[config.mk]
export PLATFORM = sky130hd
export DESIGN_NAME = text_glyph_rect_generator
export DESIGN_NICKNAME = d
export VERILOG_FILES = /design/src/rtl/tgr_pkg.sv /design/src/rtl/tgr_front.sv /design/src/rtl/tgr_queue.sv /design/src/rtl/tgr_back.sv /design/src/rtl/text_glyph_rect_generator.sv
export SDC_FILE = /design/constraint.sdc
export NUM_CORES = 1
export LEC_CHECK = 0
export ABC_AREA = 1
export BUFFER_PORTS_ARGS = -buffer_cell sky130_fd_sc_hd__buf_2
export CAP_MARGIN = 40
export CORE_MARGIN = 2
export CORE_UTILIZATION = 45
export DETAILED_ROUTE_END_ITERATION = 7
export SYNTH_ARGS = -nofsm -noshare
export SYNTH_HDL_FRONTEND = slang
export SYNTH_SLANG_ARGS = --single-unit
[constraint.sdc]
create_clock -name clk -period 10.8 [get_ports clk]
set_clock_uncertainty 0.15 [all_clocks]
set_input_delay 0.54 -clock clk [delete_from_list [all_inputs] [get_ports clk]]
set_output_delay 0.54 -clock clk [all_outputs]
set_load 0.005 [all_outputs]
[src/rtl/tgr_pkg.sv]
// ----------------------------------------------------------------------------
// tgr_pkg
// Shared types, constants and the 5x5 font table of the text glyph
// rectangle generator.
// ----------------------------------------------------------------------------
package tgr_pkg;

  localparam int COORD_BITS     = 16;
  localparam int FIELD_BITS     = 16;
  localparam int GLYPH_ROWS     = 5;
  localparam int GLYPH_COLS     = 5;
  localparam int GLYPH_BITS     = GLYPH_ROWS * GLYPH_COLS;
  localparam int COL_W          = $clog2(GLYPH_COLS);
  localparam int SCALE_W        = 8;
  localparam int ADVANCE_FACTOR = 6;
  localparam int ADV_W          = SCALE_W + 3;
  localparam int CFG_IDX_W      = 2;
  localparam int CFG_DATA_W     = 16;
  localparam int QUEUE_DEPTH    = 2;

  localparam logic [7:0] SPACE_CODE = 8'h20;

  localparam logic [CFG_IDX_W-1:0] REG_ORIGIN_X    = 2'd0;
  localparam logic [CFG_IDX_W-1:0] REG_ORIGIN_Y    = 2'd1;
  localparam logic [CFG_IDX_W-1:0] REG_PIXEL_SCALE = 2'd2;

  typedef logic [COORD_BITS-1:0] coord_t;

  typedef struct packed {
    logic [7:0] char_code;
    logic       start_of_text;
  } in_item_t;

  typedef struct packed {
    logic [FIELD_BITS-1:0] rect_left;
    logic [FIELD_BITS-1:0] rect_top;
    logic [FIELD_BITS-1:0] rect_right;
    logic [FIELD_BITS-1:0] rect_bottom;
    logic                  last_of_run;
  } out_item_t;

  typedef struct packed {
    logic [15:0]        origin_x;
    logic [15:0]        origin_y;
    logic [SCALE_W-1:0] pixel_scale;
  } cfg_t;

  // One glyph job: bitmap is row 0 in the top bits, leftmost pixel first.
  typedef struct packed {
    logic [GLYPH_BITS-1:0] bitmap;
    coord_t                base_x;
    coord_t                base_y;
  } job_t;

  typedef struct packed {
    logic valid;
    logic full;
  } q_status_t;

  function automatic logic has_glyph(input logic [7:0] code);
    return (code inside {[8'h30:8'h39]}) || (code inside {[8'h41:8'h5A]});
  endfunction

  function automatic logic [GLYPH_BITS-1:0] glyph_bitmap(input logic [7:0] code);
    logic [GLYPH_BITS-1:0] f;
    case (code)
      8'h41: f = {5'h1F, 5'h11, 5'h1F, 5'h11, 5'h11};
      8'h42: f = {5'h1E, 5'h11, 5'h1F, 5'h11, 5'h1E};
      8'h43: f = {5'h1F, 5'h10, 5'h10, 5'h10, 5'h1F};
      8'h44: f = {5'h1E, 5'h11, 5'h11, 5'h11, 5'h1E};
      8'h45: f = {5'h1F, 5'h10, 5'h1E, 5'h10, 5'h1F};
      8'h46: f = {5'h1F, 5'h10, 5'h1E, 5'h10, 5'h10};
      8'h47: f = {5'h1F, 5'h10, 5'h17, 5'h11, 5'h1F};
      8'h48: f = {5'h11, 5'h11, 5'h1F, 5'h11, 5'h11};
      8'h49: f = {5'h1F, 5'h04, 5'h04, 5'h04, 5'h1F};
      8'h4A: f = {5'h1F, 5'h02, 5'h02, 5'h12, 5'h1E};
      8'h4B: f = {5'h11, 5'h12, 5'h1C, 5'h12, 5'h11};
      8'h4C: f = {5'h10, 5'h10, 5'h10, 5'h10, 5'h1F};
      8'h4D: f = {5'h11, 5'h1B, 5'h15, 5'h11, 5'h11};
      8'h4E: f = {5'h11, 5'h19, 5'h15, 5'h13, 5'h11};
      8'h4F: f = {5'h1F, 5'h11, 5'h11, 5'h11, 5'h1F};
      8'h50: f = {5'h1F, 5'h11, 5'h1F, 5'h10, 5'h10};
      8'h51: f = {5'h1F, 5'h11, 5'h11, 5'h11, 5'h1F};
      8'h52: f = {5'h1F, 5'h11, 5'h1F, 5'h12, 5'h11};
      8'h53: f = {5'h1F, 5'h10, 5'h1F, 5'h01, 5'h1F};
      8'h54: f = {5'h1F, 5'h04, 5'h04, 5'h04, 5'h04};
      8'h55: f = {5'h11, 5'h11, 5'h11, 5'h11, 5'h1F};
      8'h56: f = {5'h11, 5'h11, 5'h0A, 5'h0A, 5'h04};
      8'h57: f = {5'h11, 5'h11, 5'h11, 5'h15, 5'h1B};
      8'h58: f = {5'h11, 5'h0A, 5'h04, 5'h0A, 5'h11};
      8'h59: f = {5'h11, 5'h0A, 5'h04, 5'h04, 5'h04};
      8'h5A: f = {5'h1F, 5'h02, 5'h04, 5'h08, 5'h1F};
      8'h30: f = {5'h0E, 5'h11, 5'h11, 5'h11, 5'h0E};
      8'h31: f = {5'h0C, 5'h04, 5'h04, 5'h04, 5'h04};
      8'h32: f = {5'h0E, 5'h11, 5'h06, 5'h08, 5'h1F};
      8'h33: f = {5'h1F, 5'h01, 5'h07, 5'h01, 5'h1F};
      8'h34: f = {5'h11, 5'h11, 5'h1F, 5'h01, 5'h01};
      8'h35: f = {5'h0F, 5'h10, 5'h1F, 5'h01, 5'h1F};
      8'h36: f = {5'h1F, 5'h10, 5'h1F, 5'h11, 5'h1F};
      8'h37: f = {5'h1F, 5'h01, 5'h02, 5'h04, 5'h08};
      8'h38: f = {5'h1F, 5'h11, 5'h0E, 5'h11, 5'h1F};
      8'h39: f = {5'h1F, 5'h11, 5'h1F, 5'h01, 5'h1F};
      default: f = '0;
    endcase
    return f;
  endfunction

endpackage

[src/rtl/tgr_front.sv]
// ----------------------------------------------------------------------------
// tgr_front
// Takes characters, keeps the pen offsets and turns each glyph character
// into a job for the scanner.
// ----------------------------------------------------------------------------
module tgr_front import tgr_pkg::*; (
  input  logic      clk,
  input  logic      rst_n,
  input  cfg_t      cfg,
  input  logic      in_valid,
  output logic      in_stall,
  input  in_item_t  in_data,
  input  q_status_t q_status,
  output logic      push,
  output job_t      push_job
);

  coord_t          pen_dx_r, pen_dx_nxt;
  coord_t          pen_dy_r, pen_dy_nxt;
  coord_t          dx0, dy0, adv;
  logic [ADV_W-1:0] adv_full;
  logic            accept;

  assign in_stall = q_status.full;
  assign accept   = in_valid && !in_stall;

  always_comb begin
    adv_full = ADV_W'(cfg.pixel_scale) * ADV_W'(ADVANCE_FACTOR);
    adv      = COORD_BITS'(adv_full);
    dx0      = in_data.start_of_text ? '0 : pen_dx_r;
    dy0      = in_data.start_of_text ? '0 : pen_dy_r;

    pen_dx_nxt = pen_dx_r;
    pen_dy_nxt = pen_dy_r;
    if (accept) begin
      if (in_data.char_code == SPACE_CODE) begin
        pen_dx_nxt = '0;
        pen_dy_nxt = dy0 + adv;
      end else begin
        pen_dx_nxt = dx0 + adv;
        pen_dy_nxt = dy0;
      end
    end

    push            = accept && has_glyph(in_data.char_code);
    push_job.bitmap = glyph_bitmap(in_data.char_code);
    push_job.base_x = COORD_BITS'(cfg.origin_x) + dx0;
    push_job.base_y = COORD_BITS'(cfg.origin_y) + dy0;
  end

  always_ff @(posedge clk) begin
    if (!rst_n) begin
      pen_dx_r <= '0;
      pen_dy_r <= '0;
    end else begin
      pen_dx_r <= pen_dx_nxt;
      pen_dy_r <= pen_dy_nxt;
    end
  end

endmodule

[src/rtl/tgr_queue.sv]
// ----------------------------------------------------------------------------
// tgr_queue
// Two-entry job queue between the character front end and the scanner.
// ----------------------------------------------------------------------------
module tgr_queue import tgr_pkg::*; (
  input  logic      clk,
  input  logic      rst_n,
  input  logic      push,
  input  job_t      push_job,
  input  logic      pop,
  output job_t      pop_job,
  output q_status_t q_status
);

  localparam int PTR_W = $clog2(QUEUE_DEPTH);
  localparam int CNT_W = $clog2(QUEUE_DEPTH + 1);

  job_t             entry_r [QUEUE_DEPTH];
  logic [PTR_W-1:0] wr_ptr_r, wr_ptr_nxt;
  logic [PTR_W-1:0] rd_ptr_r, rd_ptr_nxt;
  logic [CNT_W-1:0] count_r, count_nxt;
  logic             do_push, do_pop;

  always_comb begin
    q_status.valid = (count_r != '0);
    q_status.full  = (count_r == CNT_W'(QUEUE_DEPTH));
    do_push        = push && !q_status.full;
    do_pop         = pop && q_status.valid;
    pop_job        = entry_r[rd_ptr_r];

    wr_ptr_nxt = wr_ptr_r;
    rd_ptr_nxt = rd_ptr_r;
    count_nxt  = count_r;
    if (do_push) begin
      wr_ptr_nxt = (wr_ptr_r == PTR_W'(QUEUE_DEPTH - 1)) ? '0 : wr_ptr_r + 1'b1;
    end
    if (do_pop) begin
      rd_ptr_nxt = (rd_ptr_r == PTR_W'(QUEUE_DEPTH - 1)) ? '0 : rd_ptr_r + 1'b1;
    end
    if (do_push && !do_pop) begin
      count_nxt = count_r + 1'b1;
    end else if (do_pop && !do_push) begin
      count_nxt = count_r - 1'b1;
    end
  end

  always_ff @(posedge clk) begin
    if (do_push) begin
      entry_r[wr_ptr_r] <= push_job;
    end
  end

  always_ff @(posedge clk) begin
    if (!rst_n) begin
      wr_ptr_r <= '0;
      rd_ptr_r <= '0;
      count_r  <= '0;
    end else begin
      wr_ptr_r <= wr_ptr_nxt;
      rd_ptr_r <= rd_ptr_nxt;
      count_r  <= count_nxt;
    end
  end

endmodule

[src/rtl/tgr_back.sv]
// ----------------------------------------------------------------------------
// tgr_back
// Glyph scanner: walks one job's bitmap a cell per cycle (a lit cell waits out
// an output stall) and emits one scaled rectangle per lit cell through a registered output.
// ----------------------------------------------------------------------------
module tgr_back import tgr_pkg::*; (
  input  logic      clk,
  input  logic      rst_n,
  input  cfg_t      cfg,
  input  q_status_t q_status,
  input  job_t      pop_job,
  output logic      pop,
  output logic      busy,
  output logic      out_valid,
  input  logic      out_stall,
  output out_item_t out_data
);

  logic                  busy_r, busy_nxt;
  logic [GLYPH_BITS-1:0] bm_r, bm_nxt;
  logic [COL_W-1:0]      col_r, col_nxt;
  coord_t                x_r, x_nxt;
  coord_t                y_r, y_nxt;
  coord_t                base_x_r, base_x_nxt;
  logic                  out_valid_r, out_valid_nxt;
  out_item_t             out_r, out_nxt;
  coord_t                scale_c;
  coord_t                right_c, bottom_c;
  logic                  out_free, step, emit;

  assign busy      = busy_r;
  assign out_valid = out_valid_r;
  assign out_data  = out_r;

  always_comb begin
    scale_c  = COORD_BITS'(cfg.pixel_scale);
    right_c  = x_r + scale_c;
    bottom_c = y_r + scale_c;
    out_free = !out_valid_r || !out_stall;
    // unlit cells move on regardless; lit ones wait for the output slot
    step     = busy_r && (!bm_r[GLYPH_BITS-1] || out_free);
    emit     = step && bm_r[GLYPH_BITS-1];
    pop      = !busy_r && q_status.valid;

    busy_nxt      = busy_r;
    bm_nxt        = bm_r;
    col_nxt       = col_r;
    x_nxt         = x_r;
    y_nxt         = y_r;
    base_x_nxt    = base_x_r;
    out_nxt       = out_r;
    out_valid_nxt = out_valid_r && out_stall;

    if (pop) begin
      busy_nxt   = 1'b1;
      bm_nxt     = pop_job.bitmap;
      col_nxt    = '0;
      x_nxt      = pop_job.base_x;
      y_nxt      = pop_job.base_y;
      base_x_nxt = pop_job.base_x;
    end else if (step) begin
      bm_nxt = bm_r << 1;
      if (col_r == COL_W'(GLYPH_COLS - 1)) begin
        col_nxt = '0;
        x_nxt   = base_x_r;
        y_nxt   = y_r + scale_c;
      end else begin
        col_nxt = col_r + 1'b1;
        x_nxt   = x_r + scale_c;
      end
      // done once no lit cell is left
      busy_nxt = (bm_nxt != '0);
    end

    if (emit) begin
      out_valid_nxt       = 1'b1;
      out_nxt.rect_left   = FIELD_BITS'(x_r);
      out_nxt.rect_top    = FIELD_BITS'(y_r);
      out_nxt.rect_right  = FIELD_BITS'(right_c);
      out_nxt.rect_bottom = FIELD_BITS'(bottom_c);
      out_nxt.last_of_run = (bm_r[GLYPH_BITS-2:0] == '0);
    end
  end

  always_ff @(posedge clk) begin
    bm_r     <= bm_nxt;
    col_r    <= col_nxt;
    x_r      <= x_nxt;
    y_r      <= y_nxt;
    base_x_r <= base_x_nxt;
    out_r    <= out_nxt;
  end

  always_ff @(posedge clk) begin
    if (!rst_n) begin
      busy_r      <= 1'b0;
      out_valid_r <= 1'b0;
    end else begin
      busy_r      <= busy_nxt;
      out_valid_r <= out_valid_nxt;
    end
  end

endmodule

[src/rtl/text_glyph_rect_generator.sv]
// ----------------------------------------------------------------------------
// text_glyph_rect_generator
// Turns a character stream into filled rectangles using a scaled 5x5 font.
// ----------------------------------------------------------------------------
// Each accepted character transaction is handled by the front end: a space
// starts a new line (pen x to zero, pen y up by six times the scale), codes
// 'A'-'Z' and '0'-'9' become a glyph job in a two-entry queue, and every
// non-space code moves the pen right by six times the scale. The scanner
// takes one job at a time, loads it and then scans one glyph cell per cycle
// up to the last lit one (at most 25 cells), putting out one rectangle per
// lit cell; last_of_run marks the final rectangle of the character. Spaces
// and codes without a glyph make no job and emit nothing. Output stall holds
// the scanner on lit cells only. Configuration registers (origin x, origin y,
// pixel scale) are written through cfg_we / cfg_index / cfg_wdata; index 3
// is ignored. Change them only while the block is idle. Coordinates wrap
// modulo 2^16.
// ----------------------------------------------------------------------------
module text_glyph_rect_generator import tgr_pkg::*; (
  input  logic                  clk,
  input  logic                  rst_n,
  input  logic                  cfg_we,
  input  logic [CFG_IDX_W-1:0]  cfg_index,
  input  logic [CFG_DATA_W-1:0] cfg_wdata,
  input  logic                  in_valid,
  output logic                  in_stall,
  input  in_item_t              in_data,
  output logic                  out_valid,
  input  logic                  out_stall,
  output out_item_t             out_data
);

  cfg_t      cfg_r, cfg_nxt;
  q_status_t q_status;
  logic      push, pop, back_busy;
  job_t      push_job, pop_job;

  // configuration register file
  always_comb begin
    cfg_nxt = cfg_r;
    if (cfg_we) begin
      case (cfg_index)
        REG_ORIGIN_X:    cfg_nxt.origin_x    = cfg_wdata;
        REG_ORIGIN_Y:    cfg_nxt.origin_y    = cfg_wdata;
        REG_PIXEL_SCALE: cfg_nxt.pixel_scale = cfg_wdata[SCALE_W-1:0];
        default:         cfg_nxt = cfg_r;
      endcase
    end
  end

  always_ff @(posedge clk) begin
    if (!rst_n) begin
      cfg_r.origin_x    <= '0;
      cfg_r.origin_y    <= '0;
      cfg_r.pixel_scale <= SCALE_W'(1);
    end else begin
      cfg_r <= cfg_nxt;
    end
  end

  // front end: pen tracking and glyph lookup
  tgr_front u_front (
    .clk      (clk),
    .rst_n    (rst_n),
    .cfg      (cfg_r),
    .in_valid (in_valid),
    .in_stall (in_stall),
    .in_data  (in_data),
    .q_status (q_status),
    .push     (push),
    .push_job (push_job)
  );

  // decoupling queue
  tgr_queue u_queue (
    .clk      (clk),
    .rst_n    (rst_n),
    .push     (push),
    .push_job (push_job),
    .pop      (pop),
    .pop_job  (pop_job),
    .q_status (q_status)
  );

  // back end: cell scanner and output register
  tgr_back u_back (
    .clk       (clk),
    .rst_n     (rst_n),
    .cfg       (cfg_r),
    .q_status  (q_status),
    .pop_job   (pop_job),
    .pop       (pop),
    .busy      (back_busy),
    .out_valid (out_valid),
    .out_stall (out_stall),
    .out_data  (out_data)
  );

`ifndef SYNTHESIS
  // a new rectangle only comes from a scan in progress
  a_out_from_scan: assert property (@(posedge clk) disable iff (!rst_n)
    $rose(out_valid) |-> $past(back_busy))
    else $error("rectangle issued without an active scan");

  // an idle scanner picks up a waiting job on the next cycle
  a_job_pickup: assert property (@(posedge clk) disable iff (!rst_n)
    (!back_busy && q_status.valid) |=> back_busy)
    else $error("queued job not picked up by idle scanner");

  // the front end never pushes into a full queue
  a_no_overflow: assert property (@(posedge clk) disable iff (!rst_n)
    push |-> !q_status.full)
    else $error("job pushed into full queue");
`endif

endmodule

==> impl_results.md <==
- Number of flops mapped to enable cells by yosys: 250
- NetSw: 1.467 mW
- Pwr Density: roughly 220 mW/mm2
- Synthesized cell area: 0.01766 mm2
- Routability cong.: between 0.9 and 1
- Initial core utilization: between 40% and 50%
- Global-route wire length before repair: 71.66 mm
- FFs w/ async S/R, synth: 0%
- Final Hold Viols: 0
- Core area: 0.03865 mm2
- Reg clk slew, reported paths: 0.07 ns
- Antenna violations before repair: 0
- Crit. End Element: flip-flop
- P_leak: between 8 and 9 nW
- Total number of vias: around 14000
- Hold Path Origin: cfg_wdata[10]
- Root buffer cell: clkbuf_16
- Final instance area: 0.01993 mm2
- XOR/XNOR Fraction of Synth Area: 2.182%
- WS Path Type: flip-flop to flip-flop
- Fin worst setup slack: 7.151 ns
- Htree depth: 2
- Warnings, synthesis: 0
- Die area: 0.04084 mm2
- Die width: 202.1 um
- Required @ worst endpoint: 11.08 ns
- Vias/cell: 5.223
- RSZ-0062 raised after global routing: false
- Synth area leaders: edfxtp_1 43%, nand2_1 12%, dfxtp_1 9.3%, ha_1 6.0%, inv_1 4.7%
- Number of global-route vias before repair: between 10000 and 15000
- CP arrival: 3.93 ns
- Max-slew headroom: 43.76%
- Count leader, synth: nand2_1
- Crit path launch type: flip-flop
- Sw Ratio: between 30% and 40%
- Post-synthesis compound-gate area fraction: 10.15%
- Share of cells above drive strength 1: 9.801%
- #FFs+latches synth: 332
- Post-Synthesis Cells: between 2000 and 2500
- WL final: about 45 mm
- Synthesized area per cell: 8.647 um2
- CTS Sinks: 332
- R2R Path End: u_front.pen_dy_r[13]
- Cts bufs inserted: 37
- N_diodes: 0
- Clock power share: 28.6%
- Initial DRT Pass Iterations: 5
- Primary FF master, synth: edfxtp_1
- Num rows: 72
- Total power: 4.405 mW
- Wire per inst: 16.66 um
- GR Util All Layers: 22.21%
- Syn nets: 2166
- Comb power frac: a little over a quarter
- P_int: roughly 2.9 mW
- Max cap viols: 0
- Resized cells post-CTS: 0
- Seq/Total Area, Yosys: 51.81%
- Combinational family with the most area after synthesis: simple AND/OR/NAND/NOR gates
- Worst Hold Path Cells: 3
- Clock Latency Late Sink: 0.55 ns
- Final Net Count: approximately 2300
- Crit path max fanout: 6
- DRT antenna net count: 0
- Reg2Reg Depth: 15
- Synth-to-Final Area Change: 12.87%
- Synth Area in Adders: 6.816%
- Die height: about 200 um
- Setup repair bufs after CTS: 0
- Most frequent cells after synthesis: 542 x nand2_1, 250 x edfxtp_1, 222 x inv_1
- Slew Viols, Final: 0
- Cts-stage hold buffer count: 0
- DRT iter0 DRCs: 1159
- IO Pins: 99
- Worst reg2reg path startpoint: cfg_r[0]
- Synth cell types: 50
- R2R Setup Slk: approximately 7.2 ns
- Final setup fails: 0
- Status: completed
- DRC: 0
- Final period utilization: 33.79%
- Pre-CTS setup slack: 7.263 ns
- Buffers on Ports: about 100
- Grt ovf: 0
- Setup TNS: 0 ns
- Fmax achieved: 274.0 MHz
- Largest net degree at the start of global routing: 66
- Area fraction in and, or, nand and nor cells after synthesis: roughly 22%
- DP Area: roughly 0.019 mm2
- Yosys top cell by area: edfxtp_1
- Mux contribution to synthesized area: 0.2834%
- Final Critical Period: 3.649 ns
- Worst-Margin Slew: 0.8385 ns
- DPL Wire Length: 33.25 mm
- CTS tree: yes
- Sequential share of power: 44.4%
- Top cell type's share of synthesized area: 42.51%
- Hold Path Sink: cfg_r[34]
- Hold Crit Class: input port to flip-flop
- Clock Path Buffers: 3
- Worst vdd ir: 0.1303 mV
final cells by class:
class / count / area, um2
clock buffers: 44 / 952.2
clock inverters: 21 / 254.0
fillers: 3599 / 18720
inverters: 238 / 893.4
multi-input cells: 1414 / 7377
flip-flops and latches: 332 / 9150
well taps: 518 / 648.1
repair buffers: 114 / 655.6
routing by layer:
metal / up-vias / wire length [um] / track usage, %
met5: - / 0 / 0
met4: 0 / 603 / 4.771
met3: 46 / 2563 / 3.789
met2: 352 / 19190 / 33.47
met1: 6567 / 22320 / 33.58
li1: 7039 / - / -
flip-flops by register name (all words and copies together), names as in the netlist, 2 cells and up, named ones only:
| register | count |
|---|---|
| u_back.col_r | 3 |
| u_back.base_x_r | 16 |
| u_back.x_r | 16 |
| u_front.pen_dx_r | 16 |
| cfg_r | 40 |
| u_queue.count_r | 2 |
| u_front.pen_dy_r | 16 |
| u_back.y_r | 16 |
| u_back.out_data | 65 |
| u_queue.entry_r | 112 |
| u_back.bm_r | 25 |
worst max-delay path: stages, from the launching register on:
cell and delay [ns]:
dfxtp_1 0.51, ha_1 0.23, inv_1 0.05, fa_1 0.40
o21ai_0 0.36, nand2_1 0.09, nand2_1 0.08, a21oi_1 0.11
o21ai_0 0.40, ha_1 0.35, inv_1 0.15, o21bai_1 0.09
a31oi_1 0.15, nand2_1 0.16, a21oi_1 0.20, nor2_1 0.06
stage by stage:
| stage | utilization, % | hold slack (ns) | cells |
|---|---|---|---|
| global route | 51.57 | 0.1009 | 2681 |
| CTS | 51.56 | 0.09175 | 2680 |
| floorplan | - | 0.2780 | 2042 |
| finish | 51.57 | 0.1177 | 2681 |
| detailed placement | 48.44 | 0.2939 | 2615 |
| global placement | 48.22 | 0.2875 | 2610 |
how the worst max path moves through the flow:
stage,cells after the start,endpoint,from
global route,16,u_front.pen_dy_r[15],cfg_r[0]
finish,15,u_front.pen_dy_r[13],cfg_r[0]
CTS,15,u_front.pen_dy_r[15],cfg_r[0]
floorplan,10,u_queue.entry_r[0][0],in_data[2]
global placement,16,u_front.pen_dy_r[13],cfg_r[0]
detailed placement,15,u_front.pen_dy_r[15],cfg_r[0]
power groups by stage:
stage / Combinational (mW) / Sequential (mW) / Clock (mW)
after floorplan: 0.821 / 1.94 / 0
after global placement: 1.18 / 1.98 / 0
after detailed placement: 1.20 / 1.98 / 0
after CTS: 1.20 / 1.96 / 1.29
after global routing: 1.36 / 1.98 / 1.34
final: 1.19 / 1.95 / 1.26
logic make-up after synthesis:
logic type               after synthesis
buffers and inverters                296
AND/OR/NAND/NOR                      943
adder cells (fa/ha/maj)               92
XOR/XNOR                              44
flip-flops                           332
AO/OA/AOI/OAI                        330
multiplexers                           5
cell usage in the layout, fill, tap and decap left out, types with 4 or more instances in the layout:
master / netlist / routed
nand2_1: 542 / 541
edfxtp_1: 250 / 250
inv_1: 222 / 220
nor2_1: 203 / 202
a21oi_1: 147 / 147
nand3_1: 114 / 114
o21ai_0: 106 / 106
buf_2: 16 / 99
ha_1: 85 / 85
dfxtp_1: 82 / 81
clkbuf_16: 0 / 37
a31oi_1: 35 / 35
xor2_1: 34 / 34
nand4_1: 18 / 18
inv_2: 14 / 16
nor3_1: 15 / 15
buf_4: 3 / 11
xnor2_1: 10 / 10
and2_1: 9 / 9
or2_2: 9 / 9
nand3b_1: 8 / 8
nor4_1: 8 / 8
o21bai_1: 7 / 7
fa_1: 7 / 7
clkbuf_1: 39 / 7
nand2_2: 5 / 6
clkinv_1: 2 / 6
o21ai_1: 5 / 5
a21o_1: 5 / 5
mux2i_1: 5 / 5
o22ai_1: 5 / 5
o211ai_1: 5 / 5
bufinv_16: 0 / 5
nor2_4: 3 / 4
clkinvlp_4: 0 / 4
Note: power is estimated with default switching activity, not from simulation.
